## config.mk

```make
export PLATFORM = sky130hd
export DESIGN_NAME = ncmm_ctrl
export DESIGN_NICKNAME = d
export VERILOG_FILES = /design/src/hdl/ncmm_pkg.sv /design/src/hdl/ncmm_ctrl.sv
export SDC_FILE = /design/constraint.sdc
export NUM_CORES = 1
export LEC_CHECK = 0
export BUFFER_PORTS_ARGS = -buffer_cell sky130_fd_sc_hd__clkbuf_2
export CORE_MARGIN = 8
export CORE_UTILIZATION = 25
export CTS_BUF_LIST = sky130_fd_sc_hd__clkbuf_4 sky130_fd_sc_hd__clkbuf_8 sky130_fd_sc_hd__clkbuf_16
export DETAILED_ROUTE_END_ITERATION = 16
export GPL_TIMING_DRIVEN = 0
export PLACE_DENSITY = 0.6
export SETUP_SLACK_MARGIN = 0.02
export SLEW_MARGIN = 20
export SYNTH_ARGS = -nofsm -noshare
export SYNTH_HDL_FRONTEND = slang
export SYNTH_SLANG_ARGS = --single-unit
```

## constraint.sdc

```tcl
create_clock -name clk -period 2.9 [get_ports clk]
set_input_delay 0.145 -clock clk [delete_from_list [all_inputs] [get_ports clk]]
set_output_delay 0.145 -clock clk [all_outputs]
set_load 0.02 [all_outputs]
```

## src/hdl/ncmm_pkg.sv

```systemverilog
`timescale 1ns / 1ps
package ncmm_pkg;
	localparam int MAX_W      = 256;
	localparam int MAX_H      = 256;
	localparam int DIM_W      = 9;
	localparam int ADDR_W     = $clog2(MAX_W * MAX_H);
	localparam int SIZE_W     = ADDR_W + 1;
	localparam int PIX_W      = 8;
	localparam int COEF_W     = 8;
	localparam int KROW_W     = 24;
	localparam int KSUM_W     = 12;
	localparam int DVS_W      = 11;
	localparam int SUM_W      = 20;
	localparam int MUL_W      = 32;
	localparam int DIVN_W     = 30;
	localparam int DIVD_W     = 22;
	localparam int DIV_CNT_W  = $clog2(DIVN_W);
	localparam int CFG_IDX_W  = 3;
	localparam int CFG_DATA_W = 24;

	localparam logic [CFG_IDX_W-1:0] REG_WIDTH  = 3'd0;
	localparam logic [CFG_IDX_W-1:0] REG_HEIGHT = 3'd1;
	localparam logic [CFG_IDX_W-1:0] REG_KROW0  = 3'd2;
	localparam logic [CFG_IDX_W-1:0] REG_KROW1  = 3'd3;
	localparam logic [CFG_IDX_W-1:0] REG_KROW2  = 3'd4;

	localparam logic [DIM_W-1:0]  WIDTH_RST  = 9'd256;
	localparam logic [DIM_W-1:0]  HEIGHT_RST = 9'd256;
	localparam logic [KROW_W-1:0] KROW0_RST  = 24'd65791;
	localparam logic [KROW_W-1:0] KROW1_RST  = 24'd131326;
	localparam logic [KROW_W-1:0] KROW2_RST  = 24'd65791;

	localparam logic OP_LOAD = 1'b0;
	localparam logic OP_READ = 1'b1;

	localparam logic [PIX_W-1:0] PIX_MAX = 8'd255;

	typedef enum logic [3:0] {
		ST_LOAD,
		ST_TAP_RD,
		ST_TAP_MAC,
		ST_SUM_WR,
		ST_SWEEP_DIV,
		ST_MINMAX,
		ST_READY,
		ST_RD_SUB,
		ST_RD_DIV_GO,
		ST_RD_DIV,
		ST_RD_OUT
	} state_t;

	typedef struct packed {
		logic load_wr;
		logic frame_clr;
		logic sweep_init;
		logic tap_rd;
		logic tap_mac;
		logic sum_wr;
		logic minmax;
		logic rd_mem;
		logic rd_sub;
		logic rd_div;
		logic out_load;
	} cmd_t;

	typedef struct packed {
		logic load_last;
		logic tap_last;
		logic pix_last;
		logic div_done;
		logic rd_last;
		logic skip_div;
		logic out_free;
	} sts_t;

	// Width or height register value as used: zero acts as one, large values saturate.
	function automatic logic [DIM_W-1:0] dim_clamp(input logic [DIM_W-1:0] v,
			input logic [DIM_W-1:0] mx);
		logic [DIM_W-1:0] r;
		if (v == '0)
			r = DIM_W'(1);
		else if (v > mx)
			r = mx;
		else
			r = v;
		return r;
	endfunction

	function automatic logic signed [COEF_W-1:0] coef_at(input logic [KROW_W-1:0] row,
			input logic [1:0] col);
		logic signed [COEF_W-1:0] c;
		c = $signed(row[col*COEF_W +: COEF_W]);
		return c;
	endfunction
endpackage

```

## src/hdl/ncmm_ctrl.sv

```systemverilog
`timescale 1ns / 1ps
module ncmm_ctrl (
	input  logic                             clk,
	input  logic                             arst_n,
	input  logic                             cfg_we,
	input  logic [ncmm_pkg::CFG_IDX_W-1:0]   cfg_index,
	input  logic                             in_valid,
	input  logic                             in_op,
	output logic                             in_ready,
	input  ncmm_pkg::sts_t                   sts,
	output ncmm_pkg::cmd_t                   cmd
);
	ncmm_pkg::state_t state_q;
	ncmm_pkg::state_t state_nxt;
	logic             cfg_hit;
	logic             accept;

	// Only writes to a defined register restart the frame.
	assign cfg_hit = cfg_we && (cfg_index == ncmm_pkg::REG_WIDTH ||
		cfg_index == ncmm_pkg::REG_HEIGHT || cfg_index == ncmm_pkg::REG_KROW0 ||
		cfg_index == ncmm_pkg::REG_KROW1 || cfg_index == ncmm_pkg::REG_KROW2);

	assign in_ready = !cfg_hit &&
		(state_q == ncmm_pkg::ST_LOAD || state_q == ncmm_pkg::ST_READY);
	assign accept = in_valid && in_ready;

	always_ff @(posedge clk or negedge arst_n) begin
		if (!arst_n)
			state_q <= ncmm_pkg::ST_LOAD;
		else
			state_q <= state_nxt;
	end

	always_comb begin
		state_nxt = state_q;
		if (cfg_hit) begin
			state_nxt = ncmm_pkg::ST_LOAD;
		end else begin
			unique case (state_q)
				ncmm_pkg::ST_LOAD: begin
					if (accept && in_op == ncmm_pkg::OP_LOAD && sts.load_last)
						state_nxt = ncmm_pkg::ST_TAP_RD;
				end
				ncmm_pkg::ST_TAP_RD: state_nxt = ncmm_pkg::ST_TAP_MAC;
				ncmm_pkg::ST_TAP_MAC: begin
					state_nxt = sts.tap_last ? ncmm_pkg::ST_SUM_WR : ncmm_pkg::ST_TAP_RD;
				end
				ncmm_pkg::ST_SUM_WR: state_nxt = ncmm_pkg::ST_SWEEP_DIV;
				ncmm_pkg::ST_SWEEP_DIV: begin
					if (sts.div_done)
						state_nxt = ncmm_pkg::ST_MINMAX;
				end
				ncmm_pkg::ST_MINMAX: begin
					state_nxt = sts.pix_last ? ncmm_pkg::ST_READY : ncmm_pkg::ST_TAP_RD;
				end
				ncmm_pkg::ST_READY: begin
					if (accept && in_op == ncmm_pkg::OP_READ)
						state_nxt = ncmm_pkg::ST_RD_SUB;
				end
				ncmm_pkg::ST_RD_SUB: state_nxt = ncmm_pkg::ST_RD_DIV_GO;
				ncmm_pkg::ST_RD_DIV_GO: begin
					state_nxt = sts.skip_div ? ncmm_pkg::ST_RD_OUT : ncmm_pkg::ST_RD_DIV;
				end
				ncmm_pkg::ST_RD_DIV: begin
					if (sts.div_done)
						state_nxt = ncmm_pkg::ST_RD_OUT;
				end
				ncmm_pkg::ST_RD_OUT: begin
					if (sts.out_free)
						state_nxt = sts.rd_last ? ncmm_pkg::ST_LOAD : ncmm_pkg::ST_READY;
				end
				default: state_nxt = ncmm_pkg::ST_LOAD;
			endcase
		end
	end

	always_comb begin
		cmd = '0;
		if (cfg_hit) begin
			cmd.frame_clr = 1'b1;
		end else begin
			unique case (state_q)
				ncmm_pkg::ST_LOAD: begin
					if (accept && in_op == ncmm_pkg::OP_LOAD) begin
						cmd.load_wr    = 1'b1;
						cmd.sweep_init = sts.load_last;
					end
				end
				ncmm_pkg::ST_TAP_RD:  cmd.tap_rd  = 1'b1;
				ncmm_pkg::ST_TAP_MAC: cmd.tap_mac = 1'b1;
				ncmm_pkg::ST_SUM_WR:  cmd.sum_wr  = 1'b1;
				ncmm_pkg::ST_SWEEP_DIV: begin
				end
				ncmm_pkg::ST_MINMAX:  cmd.minmax  = 1'b1;
				ncmm_pkg::ST_READY: begin
					if (accept && in_op == ncmm_pkg::OP_READ)
						cmd.rd_mem = 1'b1;
				end
				ncmm_pkg::ST_RD_SUB:  cmd.rd_sub  = 1'b1;
				ncmm_pkg::ST_RD_DIV_GO: cmd.rd_div = !sts.skip_div;
				ncmm_pkg::ST_RD_DIV: begin
				end
				ncmm_pkg::ST_RD_OUT: begin
					if (sts.out_free) begin
						cmd.out_load  = 1'b1;
						cmd.frame_clr = sts.rd_last;
					end
				end
				default: cmd = '0;
			endcase
		end
	end
endmodule

```

==> results of run 1 <==
==> critical path: stages, from the launching register on <==
cell and delay, ns:
dfrtp_1 0.40, buf_4 0.18, nor2_1 0.18, nand2_1 0.19, nor4b_1 0.36, clkbuf_2 0.23
==> metal layers <==
metal  global-route usage (%)  vias up
li1                         -      341
met1                     9.93      303
met2                     13.6       21
met3                     3.05        2
met4                     4.27        0
met5                        0        -
==> cell families (layout without fill, tap and decap cells) <==
family | after synthesis | in the layout | share of synthesized area (%)
compound gates | 19 | 19 | 25.2
xor+xnor | 1 | 1 | 1.62
buf+inv | 8 | 38 | 6.94
flops | 4 | 4 | 18.5
mux | 2 | 2 | 3.94
simple gates | 44 | 44 | 43.8
==> worst min path at each step <==
stage                            end  depth (start not counted)   start
after floorplan           state_q[0]                          0  arst_n
after global placement    state_q[3]                          1  arst_n
after detailed placement  state_q[3]                          1  arst_n
after CTS                 state_q[1]                          2  arst_n
after global routing      state_q[1]                          2  arst_n
final                     state_q[1]                          2  arst_n
==> cells in the final DEF (no fill, tap or decap), types with 2 or more instances in the layout <==
cell      synthesis  routed
a21oi_1           4       4
and2b_1           2       2
and3b_1           2       2
buf_2             3       3
clkbuf_2          0      26
clkbuf_4          0       3
dfrtp_1           4       4
inv_1             3       3
nand2_1           9       9
nand2b_1          3       3
nor2_1           14      14
nor3_1            4       4
nor3b_1           2       2
o21ai_0           5       5
==> stage by stage <==
step	cells	worst slack [ns]	power (µW)	util, %	hold WS, ns
floorplan	78	1.15	414	-	-0.151
global placement	132	1.29	511	33.2	-0.0477
detailed placement	132	1.26	519	33.2	-0.0469
CTS	136	0.996	593	34.7	0.238
global route	136	0.822	640	34.7	0.241
finish	136	0.968	588	34.7	0.246
==> power by group <==
| group | internal (µW) | switching, µW | total [µW] |
|---|---|---|---|
| clock network | 46.1 | 20.6 | 66.7 |
| logic | 179 | 242 | 421 |
| registers | 74.5 | 25.7 | 100 |
==> cell type report <==
cell class                 instances  area share (%)
inverter                           3            1.53
clock buffer                       3            3.05
tap                               28            4.75
multi-input combinational         66            54.6
sequential                         4            13.6
buffer                             5            3.56
timing repair buffer              27            19.0
==> qor.csv, run 1 <==
stage,metric,value,unit
setup_path,end point of the critical path,cmd[10],
clocking,Sink Count,4,
floorplanning,io pins,27,
layout,max FFs per register,4,
sta,RSZ-0062 raised after global routing,false,
synth,"top cells by count, synth","nor2_1, nand2_1, o21ai_0",
sta,fin crit period,1.93,ns
clocking,H-tree lvl count,1,
layout,Post-Layout Inst Area,738,µm²
grt,first-pass GRT wire length,2.87,mm
floorplanning,row cnt,17,
drt,final wirelength,1.71,mm
sta,final-report hold violation count,0,
setup_path,critical path launch point type,flop,
floorplanning,DIE HEIGHT,62.5,µm
synth,most common cell in the netlist,nor2_1,
drt,WL met3,104,µm
drt,vias post-DR,667,
grt,number of global-route vias before repair,648,
setup_path,kind of critical path,flop to output pin,
floorplanning,Core ar.,2130,µm²
layout,nets,125,
grt,Tot GR Track Use,8.57,%
synth,prevailing post-synth register cell,dfrtp_1,
drt,M1 WL,813,µm
synth,number of synthesized flops with an enable pin,0,
sta,fin crit share,66.6,%
drt,WL/cell,12.6,µm
layout,Layout Area Growth over Synthesis,36.6,%
synth,top post-synthesis cells by area,"dfrtp_1, nor2_1, nand2_1",
floorplanning,die area,3910,µm²
drt,First-pass DRT Iterations,3,
drt,DRT antenna net count,0,
layout,biggest regs,state_q (4),
synth,"Seq/Total Area, Yosys",18.5,%
clocking,TritonCTS clock tree,built,
floorplanning,Die Span X,62.5,µm
clocking,Setup Buffers After CTS,0,
sta,worst slew pin tran,0.298,ns
sta,fin. max-slew vios,0,
grt,gr ovfl total,0,
layout,register area,100,µm²
drt,DR DRC count,0,
synth,cell count after synthesis,78,
pwr,Leak Pwr,0.000362,µW
setup_path,CP arrival,1.79,ns
placement,hpwl dp,1.41,mm
pwr,Max IR drop VDD,0.330,mV
drt,1st-iter DRT viols,21,
min_path,Hold Crit Class,input pin to async pin,
clocking,Skew-Pair Late Insertion Delay,0.23,ns
placement,Post-DP Area,706,µm²
grt,initial antenna violation count,0,
layout,layout cell share with drive strength beyond 1,35.2,%
sta,Clock Skews,0.000347,ns
setup_path,CP Capture Type,output pin,
synth,register bit total from synthesis,4,
grt,largest net degree at the start of global routing,11,
layout,"Most flops, register",state_q,
drt,top sig layer,met4,
setup_path,reg-to-reg endpoint,state_q[2],
clocking,CTS Hold Bufs,1,
synth,Unique masters post-synth,35,
setup_path,WP data required,2.76,ns
pwr,Pwr Density,796,nW/µm²
drt,Vias/cell,4.90,
synth,Yosys top cell area share,18.5,%
setup_path,worst-case reg-to-reg path depth,6,
placement,port buffer count,26,
run_status,status,finished clean,
clocking,Resized cells post-CTS,0,
synth,Mapped Nets,93,
synth,Synthesis Warnings,0,
synth,most area-hungry cell type in the Yosys netlist,dfrtp_1,
layout,Antenna diodes,0,
sta,Setup-failing EPs final,0,
clocking,CTS root buffer,clkbuf_4,
floorplanning,Initial Util,25.4,%
synth,Syn Area/Cell,6.93,µm²
setup_path,Crit Path Max Fanout,10,
synth,asr flop ratio synth,100,%
setup_path,R2R Path Start,state_q[2],
drt,met2 WL,779,µm
job,max cap viols,0,
synth,Mapped Area,541,µm²
setup_path,flop-to-flop setup slack,1.35,ns
clocking,CTS Buf Count,3,
setup_path,Critical Path Start,state_q[2],
sta,setup_tns,0,ns
sta,relative slew slack,79.9,%
layout,multi-input logic area,403,µm²
clocking,"CTS clk-pin slew, worst paths",0.03,ns
sta,Peak Freq,0.518,GHz
clocking,Max Root-Sink Buffers,2,
placement,Placer Congestion,0.886,
layout,filler instances,235,
(Power assumes the default switching activity.)
==> inputs of run 2 (changes only) <==
--- a/config.mk
+++ b/config.mk
@@ -5,13 +5,14 @@
 export SDC_FILE = /design/constraint.sdc
 export NUM_CORES = 1
 export LEC_CHECK = 0
+export ABC_AREA = 1
 export BUFFER_PORTS_ARGS = -buffer_cell sky130_fd_sc_hd__clkbuf_2
 export CORE_MARGIN = 8
 export CORE_UTILIZATION = 25
 export CTS_BUF_LIST = sky130_fd_sc_hd__clkbuf_4 sky130_fd_sc_hd__clkbuf_8 sky130_fd_sc_hd__clkbuf_16
 export DETAILED_ROUTE_END_ITERATION = 16
 export GPL_TIMING_DRIVEN = 0
-export PLACE_DENSITY = 0.6
+export PLACE_DENSITY = 0.61
 export SETUP_SLACK_MARGIN = 0.02
 export SLEW_MARGIN = 20
 export SYNTH_ARGS = -nofsm -noshare
==> constraint.sdc (replaced) <==
create_clock -name clk -period 1.75 [get_ports clk]
set_input_delay 0.0875 -clock clk [delete_from_list [all_inputs] [get_ports clk]]
set_output_delay 0.0875 -clock clk [all_outputs]
set_load 0.02 [all_outputs]
==> run 2 against run 1 <==
Effect of this change: non-clock buffer count fell by 4; wire length is 3.9% lower; sequential share of layout area fell by 1.1 points; highest routed layer is now met3; core utilization increased by 1.6 points; global-route usage down 0.66 points.
==> qor.csv, run 2 <==
stage,metric,value,unit,change
run_status,status,finished clean,,
layout,Antenna diodes,0,,unchanged
synth,"top cells by count, synth","nand2_1, inv_1, nor2_1",,
layout,nets,151,,+21%
setup_path,reg-to-reg endpoint,state_q[2],,
synth,Yosys top cell area share,20.0,%,+1.5 points
layout,most frequent cells in the layout,"nand2_1, clkbuf_2, inv_1, nor2_1, nand3_1",,
sta,fin crit period,1.61,ns,
floorplanning,io pins,27,,unchanged
layout,"commonest non-fill, non-tap cell in the layout",nand2_1,,
synth,Synthesis Warnings,0,,unchanged
synth,Unique masters post-synth,22,,-37%
min_path,worst hold start,sts[3],,
placement,port buffer count,26,,unchanged
floorplanning,Die Span X,65.0,µm,+3.9%
min_path,Hold EP,state_q[0],,
grt,largest net degree at the start of global routing,11,,unchanged
setup_path,worst-case reg-to-reg path depth,11,,+5
clocking,H-tree lvl count,1,,unchanged
setup_path,Crit Path Max Fanout,9,,-1
synth,register bit total from synthesis,4,,unchanged
setup_path,CP Capture Type,output pin,,
sta,setup_tns,0,ns,unchanged
clocking,Max Root-Sink Buffers,2,,unchanged
drt,DRT antenna net count,0,,unchanged
drt,WL/cell,10.2,µm,-19%
pwr,Pwr Density,1120,nW/µm²,+41%
layout,"Core Util, Final",36.3,%,+1.6 points
drt,Vias/cell,4.39,,-11%
floorplanning,Initial Util,26.8,%,+1.4 points
setup_path,WP data required,1.66,ns,-1.10 ns
sta,fin. max-slew vios,0,,unchanged
sta,Peak Freq,0.619,GHz,
setup_path,R2R Path Start,state_q[1],,
job,max cap viols,0,,unchanged
synth,asr flop ratio synth,100,%,unchanged
grt,gr ovfl total,0,,unchanged
placement,Post-DP Area,764,µm²,+8.3%
synth,Mapped Nets,119,,+28%
sta,Clock Skews,0.00412,ns,+0.00377 ns
sta,fin crit share,92.3,%,
placement,hpwl dp,1.45,mm,+2.8%
sta,Setup-failing EPs final,0,,unchanged
drt,First-pass DRT Iterations,4,,+1
layout,layout cell share with drive strength beyond 1,39.6,%,+4.4 points
clocking,TritonCTS clock tree,built,,
floorplanning,DIE HEIGHT,65.0,µm,+3.9%
floorplanning,row cnt,17,,unchanged
sta,RSZ-0062 raised after global routing,true,,
synth,cell count after synthesis,104,,+33%
synth,top post-synthesis cells by area,"nand2_1, dfrtp_1, inv_1",,
drt,vias post-DR,711,,+6.6%
pwr,Max IR drop VDD,0.696,mV,+110%
floorplanning,Core ar.,2230,µm²,+5.0%
clocking,Sink Count,4,,unchanged
floorplanning,die area,4220,µm²,+8.0%
sta,final-report hold violation count,0,,unchanged
layout,"Most flops, register",state_q,,
layout,biggest regs,state_q (4),,
clocking,Setup Buffers After CTS,0,,unchanged
clocking,CTS root buffer,clkbuf_4,,
synth,"Seq/Total Area, Yosys",16.7,%,-1.8 points
setup_path,kind of critical path,flop to output pin,,
sta,worst slew pin tran,0.284,ns,-0.0135 ns
clocking,Skew-Pair Late Insertion Delay,0.23,ns,about the same
layout,Layout Area Growth over Synthesis,35.3,%,
min_path,Hold Crit Depth,4,,
synth,most common cell in the netlist,nand2_1,,
pwr,total power,907,µW,+54%
synth,most area-hungry cell type in the Yosys netlist,nand2_1,,
pwr,Leak Pwr,0.000480,µW,+33%
clocking,CTS Buf Count,3,,unchanged
synth,prevailing post-synth register cell,dfrtp_1,,
layout,max FFs per register,4,,unchanged
placement,Placer Congestion,0.817,,-7.8%
grt,number of global-route vias before repair,704,,+8.6%
layout,Post-Layout Inst Area,811,µm²,+9.8%
drt,final wirelength,1.65,mm,-3.9%
min_path,Hold Crit Class,input pin to flop,,
sta,relative slew slack,81.0,%,+1.1 points
setup_path,CP arrival,1.53,ns,-0.26 ns
grt,initial antenna violation count,0,,unchanged
setup_path,critical path launch point type,flop,,
grt,Tot GR Track Use,7.91,%,-0.66 points
synth,Mapped Area,599,µm²,+11%
grt,first-pass GRT wire length,2.77,mm,-3.4%
setup_path,flop-to-flop setup slack,0.33,ns,-1.02 ns
drt,DR DRC count,0,,unchanged
drt,1st-iter DRT viols,26,,+24%
synth,Syn Area/Cell,5.76,µm²,-17%
synth,number of synthesized flops with an enable pin,0,,unchanged
clocking,"CTS clk-pin slew, worst paths",0.04,ns,about the same
==> run 2: cell count changes after synthesis, moves of 3 or more <==
cell      delta
buf_2        -3
a21oi_1      -3
nand2_2      +5
o21ai_0      -3
nand3_1      +6
nand2b_1     -3
inv_1       +12
nand2_1     +23
nor2_2       +4
inv_2        +4
==> run 2: layout make-up <==
| cell class | instances | area [µm²] |
|---|---|---|
| clock buffers | 3 | 22.5 |
| multi-input cells | 80 | 427 |
| well taps | 28 | 35.0 |
| inverters | 19 | 71.3 |
| fillers | 259 | 1420 |
| repair buffers | 27 | 143 |
| flip-flops and latches | 4 | 101 |
| plain buffers | 1 | 11.3 |
==> run 2: through the flow <==
step | setup slack [ns] | std cells | hold slack (ns)
CTS | 0.0210 | 162 | 0.173
detailed placement | 0.262 | 158 | -0.101
floorplan | 0.324 | 104 | -0.208
global placement | 0.292 | 158 | -0.105
global route | 0.00559 | 162 | 0.193
finish | 0.135 | 162 | 0.184
==> run 2: worst max path at each step <==
stage / start / end / slack (ns) / cells past startpoint
floorplan: state_q[1] / cmd[10] / 0.32 / 6
global placement: state_q[1] / state_q[3] / 0.29 / 11
detailed placement: state_q[1] / state_q[2] / 0.26 / 11
CTS: state_q[1] / cmd[8] / 0.02 / 9
global route: state_q[1] / cmd[8] / 0.006 / 9
finish: state_q[1] / cmd[8] / 0.14 / 9
==> run 2: repair_timing <==
item | 4_1_cts | 5_1_grt
hold endpoints to repair | 4 | 0
setup endpoints to repair | 0 | 3
gates resized for setup | 0 | 6
hold buffers | 1 | 0
==> run 2: per-layer routing <==
layer / part of all wire, % / up-vias / GRT usage [%]
met2: 50 / 12 / 13.3
met5: 0 / - / 0
met3: 6.9 / 0 / 2.92
met1: 43 / 315 / 9.10
li1: - / 384 / -
met4: 0 / 0 / 2.45
==> run 2: critical path: stages (launching register included) <==
cell and delay [ns]:
dfrtp_1 0.36, buf_6 0.14, nor2_4 0.14, nand2_2 0.09, nand2_2 0.08, nand3_2 0.07
nor2_2 0.10, nand2_2 0.08, nor2_1 0.09, buf_4 0.14
==> run 2: logic make-up after synthesis <==
kind of cell	synth area share, %
and+or+nand+nor	60.3
buffers and inverters	13.8
AOI/OAI and AO/OA	9.19
DFF	16.7
==> run 2: where the power goes <==
group          total, µW  internal, µW  switching (µW)
clock network        109          76.3            32.7
logic                628           225             403
registers            170           125            45.3
